==> src/hw/rtl/lgp_sqrt.sv <==
module lgp_sqrt #(
	parameter int OW = 21
) (
	input  logic            clk,
	input  logic [2*OW-1:0] val,
	output logic [OW-1:0]   root
);

	localparam int IW = 2 * OW;
	localparam int EW = IW + 2;

	logic [IW-1:0] rem_s [OW];
	logic [OW-1:0] res_s [OW];
	logic [IW-1:0] rem_n [OW];
	logic [OW-1:0] res_n [OW];

	// rem holds val - res^2; try one root bit per stage
	always_comb begin
		logic [IW-1:0] r;
		logic [OW-1:0] q;
		logic [EW-1:0] t;
		for (int j = 0; j < OW; j++) begin
			if (j == 0) begin
				r = val;
				q = '0;
			end else begin
				r = rem_s[j-1];
				q = res_s[j-1];
			end
			t = (EW'(q) << (OW - j)) + (EW'(1) << (2 * (OW - 1 - j)));
			if (EW'(r) >= t) begin
				rem_n[j] = IW'(EW'(r) - t);
				res_n[j] = q | (OW'(1) << (OW - 1 - j));
			end else begin
				rem_n[j] = r;
				res_n[j] = q;
			end
		end
	end

	always_ff @(posedge clk) begin
		rem_s <= rem_n;
		res_s <= res_n;
	end

	assign root = res_s[OW-1];

endmodule

==> config.mk <==
export PLATFORM = sky130hd
export DESIGN_NAME = lgp_sqrt
export DESIGN_NICKNAME = d
export VERILOG_FILES = /design/src/hw/rtl/lgp_sqrt.sv
export SDC_FILE = /design/constraint.sdc
export NUM_CORES = 1
export LEC_CHECK = 0
export BUFFER_PORTS_ARGS = -buffer_cell sky130_fd_sc_hd__clkbuf_2
export CAP_MARGIN = 20
export CELL_PAD_IN_SITES_DETAIL_PLACEMENT = 1
export CELL_PAD_IN_SITES_GLOBAL_PLACEMENT = 1
export CORE_ASPECT_RATIO = 1.5
export CORE_MARGIN = 3
export CORE_UTILIZATION = 30
export CTS_CLUSTER_SIZE = 20
export DETAILED_ROUTE_END_ITERATION = 12
export PLACE_DENSITY_LB_ADDON = 0.25
export SYNTH_ARGS = -nofsm -noshare
export SYNTH_HDL_FRONTEND = slang
export SYNTH_SLANG_ARGS = --single-unit
==> constraint.sdc <==
create_clock -name clk -period 8.2 [get_ports clk]
set_input_delay 1.64 -clock clk [delete_from_list [all_inputs] [get_ports clk]]
set_output_delay 1.64 -clock clk [all_outputs]
set_load 0.1 [all_outputs]
## Word-level counts from Yosys, hierarchy flattened

Index checks and enable logic that the tools add are counted.

| word-level totals | value |
|---|---|
| bits in latches | 0 |
| output and inout bits | 21 |
| word-level logic and storage cells | 143 |
| flip-flop bits (word level) | 1281 |
| bits in writable memories | 0 |
| memories kept | 0 |
| ROM bits | 0 |

| cells by class | value |
|---|---|
| reductions and logical operators | 0 |
| bitwise operators | 0 |
| multiplexer cells | 21 |
| divide/modulo/power cells | 0 |
| shift operators | 0 |
| eq/ne operators | 0 |
| add/sub/neg operators | 40 |
| order comparisons | 21 |
| multipliers | 0 |

Operator list:

| cell | number |
|---|---|
| $mux 42 | 20 |
| $add 41x39->42 const B | 1 |
| $ge 42x23->1 | 1 |
| $ge 42x24->1 | 1 |
| $ge 42x25->1 | 1 |
| $ge 42x26->1 | 1 |
| $ge 42x27->1 | 1 |
| $ge 42x28->1 | 1 |
| $ge 42x29->1 | 1 |
| $ge 42x30->1 | 1 |
| $ge 42x31->1 | 1 |
| $ge 42x32->1 | 1 |
| $ge 42x33->1 | 1 |
| $ge 42x34->1 | 1 |
| $ge 42x35->1 | 1 |
| $ge 42x36->1 | 1 |
| $ge 42x37->1 | 1 |
| $ge 42x38->1 | 1 |
| $ge 42x39->1 | 1 |
| $ge 42x40->1 | 1 |
| $ge 42x41->1 | 1 |
| $ge 42x41->1 const B | 1 |
| $ge 42x42->1 | 1 |
| $sub 42x24->42 | 1 |
| other kinds (39) | 39 |

## Logic depth before layout (Yosys ltp)

Gate-level depths: netlist (run 1).

| depth | value |
|---|---|
| word-level depth | 3 |
| depth in mapped cells | 14 |

## Worst setup path before layout (run 1)

OpenSTA, ideal clock, no wires.

| timing | value |
|---|---|
| path type | register -> register |
| start | register res_s[111] in the netlist's numbering |
| end | register rem_s[207] in the netlist's numbering |
| path buffers | 0 |
| cell stages (with the launch flop) | 10 |
| arrival time | 2.732 ns |
| required time | 8.082 ns |
| setup slack | 5.350 ns |
| cells stage by stage | dfxtp_1 inv_1 ha_1 a21o_1 o2111ai_1 a21oi_1 o41a_1 a31oi_1 or4b_2 xnor2_1 |

RTL lines:

| element | line | text |
|---|---|---|
| start, declared | 13 | `logic [OW-1:0] res_s [OW];` |
| start signal, assigned | 43 | `res_s <= res_n;` |
| end signal, assigned | 42 | `rem_s <= rem_n;` |
| end, declared | 12 | `logic [IW-1:0] rem_s [OW];` |

==> flow_metrics.py, run 1 <==
metrics = {
    "outcome": {
        "status": "completed",
    },
    "sta": {
        "drv_slew": 0,
        "hold_violations": 0,
        "rsz0062_at_grt": "false",
        "min_period_ns": 4.09,
        "skew_ns": 0.0657,
        "setup_violations": 0,
        "setup-tns-final_ns": 0,
        "worst_slew_pin_slew_ns": 1.06,
        "max_freq_ghz": 0.245,
        "hold_ws_ns": 0.310,
        "slew_headroom_pct": 28.6,
        "fin_crit_sh_pct": 49.8,
    },
    "cts": {
        "tritoncts": "yes",
        "postCtsHoldBufs": 0,
        "h-tree-depth": 3,
        "cts.sinks": 1071,
        "cts_setup_buffers": 0,
        "cts_made_buffers": 104,
        "cts_resized": 0,
        "clockBufferDepth": 3,
        "clkLatencyLatePin_ns": 0.73,
        "clk_transition_reported_paths_ns": 0.07,
        "cts-root-buf": "clkbuf_16",
    },
    "global_route": {
        "grt_max_degree": 41,
        "met2_usage_pct": 35.0,
        "use_met1_pct": 10.7,
        "grt_pass1_vias": 30987,
        "grt_pass1_wl_um": 165000,
        "busiest_layer": "met2",
        "globalRoute.totalOverflow": 0,
        "grt_util_all_layers_pct": 15.4,
        "antenna_found_initial": 0,
        "gr-usage-met3_pct": 1.81,
    },
    "setup_path": {
        "cp_data_required_time_ns": 8.79,
        "path_class": "reg -> reg",
        "reg2reg_depth": 11,
        "start_kind": "register",
        "cpMaxStageDelayCell": "clkinv_1",
        "arrival_ns": 4.68,
        "startpoint": "res_s[132]",
        "cp_max_fo": 21,
        "ff2ff_setup_slack_ns": 4.11,
        "cp-end-kind": "register",
        "timing.rr.start": "res_s[132]",
        "rr_endpoint": "rem_s[251]",
        "cp-endpoint": "rem_s[251]",
        "crit_chain": "inv_1 > ha_1 > nor2b_1 > o31ai_1 > a211oi_1 > o22ai_1 > o211a_1 > clkinv_1 > o211ai_1 > nor3b_1 > xor2_1",
        "slowest_delay_ns": 0.71,
    },
    "die": {
        "die_height_um": 453,
        "pin_count": 64,
        "placementRows": 163,
        "dieArea_mm2": 0.138,
        "coreArea_mm2": 0.132,
        "die_x_um": 304,
        "start_util_pct": 30.3,
    },
    "cells_and_area": {
        "final_cell_mix": "dfxtp_1, inv_1, nor2_1, nand2_1, ha_1",
        "post-route-util_pct": 34.9,
        "final_common_cell": "dfxtp_1",
        "multiInputGateArea_mm2": 0.0172,
        "layout-drive-gt1-share_pct": 7.46,
        "finalNetCount": 4386,
        "antenna_cells": 0,
        "regArea_mm2": 0.0214,
        "area_delta_synth_final_pct": 15.1,
        "n_fill_cell": 14843,
    },
    "routing": {
        "wl_per_cell_um": 18.1,
        "drt_iter0_markers": 649,
        "drc_errors": 0,
        "vias": 28121,
        "ant_nets": 0,
        "wirelength_um": 107000,
        "drtPass1Iterations": 4,
        "routed_via_density": 4.75,
    },
    "synthesis": {
        "async_reset_ff_share_pct": 0,
        "ys.flop_type": "dfxtp_1",
        "synth_fp_nets": 4264,
        "postSynthCellCount": 3973,
        "yosysWarnings": 0,
        "ys_types": 84,
        "yosysSeqAreaShare_pct": 53.6,
        "synth_edf_count": 0,
        "syn-cell-area_mm2": 0.0400,
        "ys_ff_latch": 1071,
        "syn_avg_cell_area_um2": 10.1,
    },
    "job": {
        "timing.max_cap.violations": 0,
    },
    "placement": {
        "io_buffers": 63,
        "place_congestion": 0.850,
        "hpwl_um": 86900,
    },
    "power": {
        "power.share.combinational_pct": 26.5,
        "power_density_mw_per_mm2": 370,
        "leakage_nw": 20.5,
        "p_switching_mw": 5.70,
        "p_int_mw": 11.3,
        "p_total_mw": 17.0,
        "vdd_drop_max_mv": 0.245,
        "switching_share_pct": 33.4,
        "clkPwrFrac_pct": 29.6,
        "p_seq_share_pct": 44.0,
    },
    "min_path": {
        "whs_path_depth": 0,
        "hold_path.class": "reg -> reg",
    },
}
==> stage by stage <==
stage	instance area (µm²)	setup WS (ns)	std cells
after floorplan	40000	5.35	3973
after global placement	42300	4.03	5717
after detailed placement	42400	4.06	5720
after CTS	46000	4.03	5913
after global routing	46000	3.71	5914
final	46000	4.11	5914
==> logic make-up (layout without fill, tap and decap cells) <==
kind of cell	count (synthesis)	count (layout)	synth area share, %
AO/OA/AOI/OAI	710	710	11.1
flip-flops	1071	1071	53.6
buffers and inverters	373	582	3.60
adder cells (fa/ha/maj)	248	248	7.75
XOR/XNOR	353	353	7.73
multiplexers	25	25	0.675
AND/OR/NAND/NOR	1193	1193	15.5
==> state kept, by name, summed over array words and instances, names as in the netlist <==
register  count
rem_s       840
res_s       210
root         21
==> Yosys cell counts, types with 11 or more instances <==
master / instances / area share [%]
ha_1: 248 / 7.8
nor3_1: 128 / 1.6
a31oi_1: 16 / 0.25
o21a_1: 55 / 1.0
clkbuf_1: 42 / 0.39
or4_1: 25 / 0.47
a21oi_1: 210 / 2.6
nand2b_1: 44 / 0.69
nor4_1: 137 / 2.1
o211ai_1: 15 / 0.28
nand4b_1: 13 / 0.28
nand2_1: 250 / 2.3
o21bai_1: 17 / 0.32
and2_1: 13 / 0.20
o31ai_1: 38 / 0.71
nor2_1: 254 / 2.4
dfxtp_1: 1071 / 54
nor4b_1: 11 / 0.24
xnor2_1: 189 / 4.1
nand4_1: 78 / 1.2
nor2b_1: 42 / 0.66
mux2_2: 16 / 0.45
buf_2: 13 / 0.16
inv_1: 304 / 2.9
o21ai_0: 184 / 2.3
a211oi_1: 19 / 0.36
or2_2: 17 / 0.27
a21o_1: 67 / 1.3
and3_1: 21 / 0.33
nand3b_1: 13 / 0.24
xor2_1: 164 / 3.6
nand3_1: 65 / 0.81
or3_1: 41 / 0.64
==> critical path: cells and delay by family, from the launching register on <==
family                     cells  cell delay [ns]
xor gates and xnor gates       1             0.14
adders and majority gates      1             0.33
DFF                            1             0.33
and+or+nand+nor                2             0.26
AOI/OAI and AO/OA              5             2.12
buffers and inverters          2             0.75
==> how the worst min path moves through the flow <==
stage	startpoint	endpoint	slack, ns
6_report	rem_s[732]	rem_s[690]	0.31
3_5_place_dp	rem_s[433]	rem_s[391]	0.33
3_3_place_gp	rem_s[608]	rem_s[566]	0.33
5_1_grt	rem_s[733]	rem_s[691]	0.31
4_1_cts	rem_s[732]	rem_s[690]	0.31
2_1_floorplan	rem_s[210]	rem_s[168]	0.32
==> power groups by stage <==
stage	clock, mW	sequential (mW)	combinational (mW)
floorplan	0	7.19	3.47
global placement	0	7.61	4.47
detailed placement	0	7.63	4.55
CTS	5.22	7.52	4.58
global route	5.43	7.63	5.08
finish	5.04	7.49	4.52
==> routing by layer <==
layer | up-vias | routed length [µm]
li1 | 14037 | -
met1 | 13442 | 30300
met2 | 388 | 66300
met3 | 254 | 2410
met4 | 0 | 7840
met5 | - | 0
==> area by class of cell <==
cell class              count  share of cell area (%)
inverters                 309                    2.52
well taps                1732                    4.71
multi-input cells        2529                    37.3
clock inverters            51                    1.62
clock buffers             142                    6.36
flip-flops and latches   1071                    46.6
repair buffers             80                   0.954
(Power assumes the default switching activity.)
==> run 2, diff against run 1 <==
Settings changed: ABC_AREA set to 1.
Clock period 8.2 ns to 4 ns, I/O delays scaled along.
==> run 2 against run 1 <==
Total power increased by 150%. Via count up 43%. Largest cell class is now multi-input gates. Core utilization down 0.31 points. Critical endpoint is now rem_s[143].
==> flow_metrics.py, run 2 <==
metrics = {
    "cts": {
        "tritoncts": "yes",
        "clk_transition_reported_paths_ns": 0.07,
        "cts_resized": 0,
        "cts.sinks": 1071,
        "clockBufferDepth": 3,
        "h-tree-depth": 3,
        "cts_made_buffers": 108,
        "postCtsHoldBufs": 0,
        "clkLatencyLatePin_ns": 0.77,
        "cts-root-buf": "clkbuf_16",
        "cts_setup_buffers": 0,
    },
    "synthesis": {
        "synth_top_cell_area_share_pct": 45.3,
        "postSynthCellCount": 6339,
        "synth_fp_nets": 6630,
        "synth_edf_count": 0,
        "yosysMostFrequentCell": "nand2_1",
        "ys.flop_type": "dfxtp_1",
        "synth_top_cell_by_area": "dfxtp_1",
        "yosysWarnings": 0,
        "ys_types": 54,
        "syn_avg_cell_area_um2": 7.47,
        "synthTopCellsByArea": "dfxtp_1, nand2_1, inv_1",
        "yosys-top-cells-count": "nand2_1, dfxtp_1, inv_1",
        "ys_ff_latch": 1071,
        "syn-cell-area_mm2": 0.0474,
        "yosysSeqAreaShare_pct": 45.3,
        "async_reset_ff_share_pct": 0,
    },
    "global_route": {
        "grt_pass1_wl_um": 256000,
        "grt_pass1_vias": 43601,
        "globalRoute.totalOverflow": 0,
        "grt_max_degree": 42,
        "grt_util_all_layers_pct": 20.8,
        "antenna_found_initial": 1,
    },
    "sta": {
        "slew_headroom_pct": 38.3,
        "rsz0062_at_grt": "false",
        "fin_crit_sh_pct": 78.8,
        "fin_ws_ns": 0.848,
        "max_freq_ghz": 0.317,
        "drv_slew": 0,
        "skew_ns": 0.0811,
        "hold_violations": 0,
        "hold_ws_ns": 0.128,
        "setup_violations": 0,
        "setup-tns-final_ns": 0,
        "min_period_ns": 3.15,
        "worst_slew_pin_slew_ns": 0.916,
    },
    "cells_and_area": {
        "fin_cells": 8629,
        "final_cell_area_mm2": 0.0539,
        "regMostFlops": "rem_s",
        "n_fill_cell": 19202,
        "post-route-util_pct": 34.6,
        "final_cell_mix": "nand2_1, dfxtp_1, inv_1, nor2_1, nand3_1",
        "area_delta_synth_final_pct": 13.9,
        "finalNetCount": 6768,
        "largest_register_ffs": 840,
        "final_common_cell": "nand2_1",
        "layout-drive-gt1-share_pct": 6.10,
    },
    "setup_path": {
        "cp_data_required_time_ns": 4.62,
        "start_kind": "register",
        "crit_chain": "inv_1 > ha_1 > nand2_1 > inv_1 > nand2_1 > nand2_1 > nand2_1 > nand3_1 > nand2_1 > nand2_1 > nor2_4 > buf_4 > nand2_1 > o21ai_0",
        "cp-end-kind": "register",
        "startpoint": "res_s[93]",
        "crit_buf_inv": 3,
        "cp_max_fo": 22,
        "path_class": "reg -> reg",
        "arrival_ns": 3.77,
        "rr_endpoint": "rem_s[143]",
        "crit_top_cell": "nand2_1",
        "slowest_delay_ns": 0.54,
        "reg2reg_depth": 14,
        "cpMaxStageDelayCell": "nor2_4",
        "cp_top_family": "simple AND/OR/NAND/NOR gates",
        "timing.rr.start": "res_s[93]",
        "ff2ff_setup_slack_ns": 0.85,
    },
    "placement": {
        "post_dp_cell_area_mm2": 0.0500,
        "io_buffers": 63,
        "place_congestion": 0.939,
        "place_inst": 8425,
        "hpwl_um": 143000,
        "dp_slack_ns": 0.778,
    },
    "min_path": {
        "hold_end": "rem_s[874]",
        "whs_path_depth": 1,
        "hold_start": "val[34]",
        "hold_path.class": "in -> reg",
    },
    "power": {
        "p_seq_share_pct": 38.4,
        "power.share.combinational_pct": 35.8,
        "clkPwrFrac_pct": 25.9,
        "leakage_nw": 26.4,
        "p_switching_mw": 17.8,
        "power_density_mw_per_mm2": 788,
        "p_total_mw": 42.5,
        "p_int_mw": 24.7,
        "switching_share_pct": 41.9,
        "vdd_drop_max_mv": 0.394,
    },
    "routing": {
        "ant_nets": 0,
        "drt_iter0_markers": 1351,
        "vias": 40145,
        "routed_via_density": 4.65,
        "drtPass1Iterations": 5,
        "wl_per_cell_um": 19.6,
        "wirelength_um": 169000,
        "drc_errors": 0,
    },
    "die": {
        "start_util_pct": 30.4,
        "die_x_um": 330,
        "coreArea_mm2": 0.156,
        "placementRows": 177,
        "dieArea_mm2": 0.163,
        "pin_count": 64,
        "die_height_um": 493,
    },
    "job": {
        "timing.max_cap.violations": 0,
    },
    "outcome": {
        "status": "completed",
    },
}
## run 2: logic make-up (layout without fill, tap and decap cells)
kind of cell	Yosys count	after routing	share of synthesized area, %
AOI/OAI and AO/OA	639	639	7.74
xor gates and xnor gates	224	224	4.14
DFF	1071	1071	45.3
adders and majority gates	248	248	6.55
and+or+nand+nor	3174	3174	28.1
buffers and inverters	983	1213	8.15
other	0	2	0
## run 2: layer usage
layer | global-route usage (%) | wire length, µm
met1 | 19.2 | 58800
met2 | 42.1 | 95300
met3 | 1.95 | 3270
met4 | 13.4 | 12100
met5 | 0 | 0
## run 2: how the worst max path moves through the flow
stage | endpoint | slack, ns | depth (start not counted)
2_1_floorplan | rem_s[580] | 2.08 | 11
3_3_place_gp | rem_s[143] | 0.82 | 14
3_5_place_dp | rem_s[143] | 0.78 | 14
4_1_cts | rem_s[143] | 0.80 | 14
5_1_grt | rem_s[143] | 0.64 | 14
6_report | rem_s[143] | 0.85 | 14
## run 2: power by group through the flow
| stage | registers [mW] | logic (mW) | clock network [mW] |
|---|---|---|---|
| 6_report | 16.3 | 15.2 | 11.0 |
| 5_1_grt | 16.5 | 17.2 | 11.7 |
| 4_1_cts | 16.4 | 15.3 | 11.3 |
| 3_5_place_dp | 16.6 | 15.2 | 0 |
| 3_3_place_gp | 16.6 | 15.0 | 0 |
| 2_1_floorplan | 14.9 | 10.9 | 0 |
## run 2: cell type report
class	count	area, µm²	share of cell area (%)
diodes	2	5.00	0.00928
clock buffers	143	3020	5.61
clock inverters	59	890	1.65
inverters	935	3510	6.51
multi-input cells	4285	22100	40.9
flip-flops and latches	1071	21400	39.8
well taps	2058	2570	4.78
repair buffers	76	413	0.766
==> run 3, diff against run 2 <==
Clock period 4 ns to 2.8 ns, I/O delays scaled along.
==> run 3 against run 2 <==
Design area up 2.9%. Setup slack worse by 0.80 ns. Sequential cell count unchanged. Core utilization is 0.99 points higher. Combinational power rose by 48%. Clock power rose by 47%. Worst hold slack better by 0.20 ns. Sequential share of layout area down 1.1 points.
==> flow_metrics.py, run 3 (synthesized netlist as in run 2, its figures left out) <==
metrics = {
    "outcome": {
        "status": "completed",
    },
    "sta": {
        "drv_slew": 0,
        "rsz0062_at_grt": "false",
        "setup_violations": 0,
        "hold_ws_ns": 0.328,
        "worst_slew_pin_slew_ns": 1.08,
        "slew_headroom_pct": 28.0,
        "fin_crit_sh_pct": 98.1,
        "max_freq_ghz": 0.364,
        "min_period_ns": 2.75,
        "skew_ns": 0.0781,
        "hold_violations": 0,
    },
    "setup_path": {
        "cp-end-kind": "register",
        "timing.rr.start": "res_s[91]",
        "cp_max_fo": 34,
        "cp_top_family": "simple AND/OR/NAND/NOR gates",
        "crit_chain": "inv_1 > ha_1 > nand2_1 > nand2_1 > nand2_1 > nand2_1 > nand2_1 > nand3_1 > nand2_1 > nand2_1 > nor2_4 > buf_12 > nand2_1 > o21ai_1",
        "cp_data_required_time_ns": 3.41,
        "crit_buf_inv": 2,
        "arrival_ns": 3.35,
        "path_class": "reg -> reg",
        "ff2ff_setup_slack_ns": 0.05,
        "start_kind": "register",
        "cpMaxStageDelayCell": "dfxtp_1",
        "crit_top_cell": "nand2_1",
        "startpoint": "res_s[91]",
        "slowest_delay_ns": 0.65,
    },
    "routing": {
        "drtPass1Iterations": 4,
        "drc_errors": 0,
        "routed_via_density": 4.66,
        "drt_iter0_markers": 1375,
        "wirelength_um": 174000,
        "ant_nets": 0,
        "vias": 40960,
        "wl_per_cell_um": 19.8,
    },
    "die": {
        "coreArea_mm2": 0.156,
        "die_x_um": 330,
        "placementRows": 177,
        "pin_count": 64,
        "die_height_um": 493,
        "dieArea_mm2": 0.163,
        "start_util_pct": 30.4,
    },
    "global_route": {
        "met2_usage_pct": 42.7,
        "antenna_found_initial": 4,
        "globalRoute.totalOverflow": 0,
        "grt_pass1_vias": 44412,
        "grt_util_all_layers_pct": 21.3,
        "busiest_layer": "met2",
        "grt_pass1_wl_um": 261000,
        "gr-usage-met3_pct": 2.40,
        "use_met1_pct": 19.1,
        "grt_max_degree": 37,
    },
    "cts": {
        "cts_made_buffers": 107,
        "h-tree-depth": 3,
        "clockBufferDepth": 3,
        "cts.sinks": 1071,
        "tritoncts": "yes",
        "clkLatencyLatePin_ns": 0.77,
        "cts-root-buf": "clkbuf_16",
        "clk_transition_reported_paths_ns": 0.08,
    },
    "cells_and_area": {
        "final_common_cell": "nand2_1",
        "layout-drive-gt1-share_pct": 7.72,
        "finalNetCount": 6921,
        "post-route-util_pct": 35.6,
        "regMostFlops": "rem_s",
        "area_delta_synth_final_pct": 17.1,
        "n_fill_cell": 19212,
        "largest_register_ffs": 840,
        "fin_cells": 8784,
        "final_cell_mix": "nand2_1, dfxtp_1, inv_1, nor2_1, nand3_1",
    },
    "min_path": {
        "hold_path.class": "reg -> reg",
        "hold_start": "res_s[50]",
    },
    "placement": {
        "hpwl_um": 147000,
        "io_buffers": 63,
        "place_inst": 8532,
        "place_congestion": 0.963,
    },
    "power": {
        "vdd_drop_max_mv": 0.616,
        "leakage_nw": 27.2,
        "p_total_mw": 61.8,
        "power_density_mw_per_mm2": 1110,
    },
    "job": {
        "timing.max_cap.violations": 0,
    },
}
-- run 3: cell count changes in the layout (fill, tap and decap cells not counted), moves of 3 or more --
cell / change
clkbuf_8: -3
buf_4: +100
o21ai_1: +3
clkbuf_1: -7
bufinv_16: +8
buf_12: +9
dlygate4sd3_1: +43
o21ai_0: -3
-- run 3: per-layer routing --
metal | wire (µm) | vias up
met4 | 14500 | 2
met1 | 58800 | 19308
met2 | 96700 | 597
li1 | - | 20641
met3 | 3970 | 412
met5 | 6 | -
-- run 3: stage by stage --
stage / TNS (ns) / instance area, µm² / setup slack [ns]
after floorplan: 0 / 47400 / 0.877
after global placement: 0 / 50900 / 0.0399
after detailed placement: -0.00581 / 50900 / -0.00581
after CTS: 0 / 55400 / 0.0424
after global routing: 0 / 55500 / 0.00213
final: 0 / 55500 / 0.0527
-- run 3: repair_timing --
action | in CTS | in global routing
cloned | 1 | 0
endpoints found under the hold margin | 43 | 0
setup buffers | 0 | 3
hold buffers | 43 | 0
resized for setup | 0 | 6
pin swaps | 1 | 1
endpoints found under the setup margin | 9 | 32
-- run 3: worst paths after layout --
path	to	depth (start not counted)
setup / recovery	rem_s[134]	14
hold / removal	res_s[29]	0
setup reg to reg	rem_s[134]	14
hold reg to reg	res_s[29]	0
-- run 3: report_power, final --
part	internal (mW)	leakage [nW]	switching, mW
Clock	9.60	1.94	6.57
Combinational	7.63	16.3	14.9
Sequential	19.1	8.98	4.04
Total	36.3	27.2	25.5
-- run 3: layout make-up --
type	instances	area, µm²	area share [%]
Multi-Input combinational cell	4286	22100	39.8
Sequential cell	1071	21400	38.7
Inverter	935	3510	6.33
Clock buffer	132	2930	5.29
Tap cell	2058	2570	4.64
Timing Repair Buffer	229	1790	3.22
Clock inverter	69	1130	2.05
Antenna cell	4	10.0	0.0180
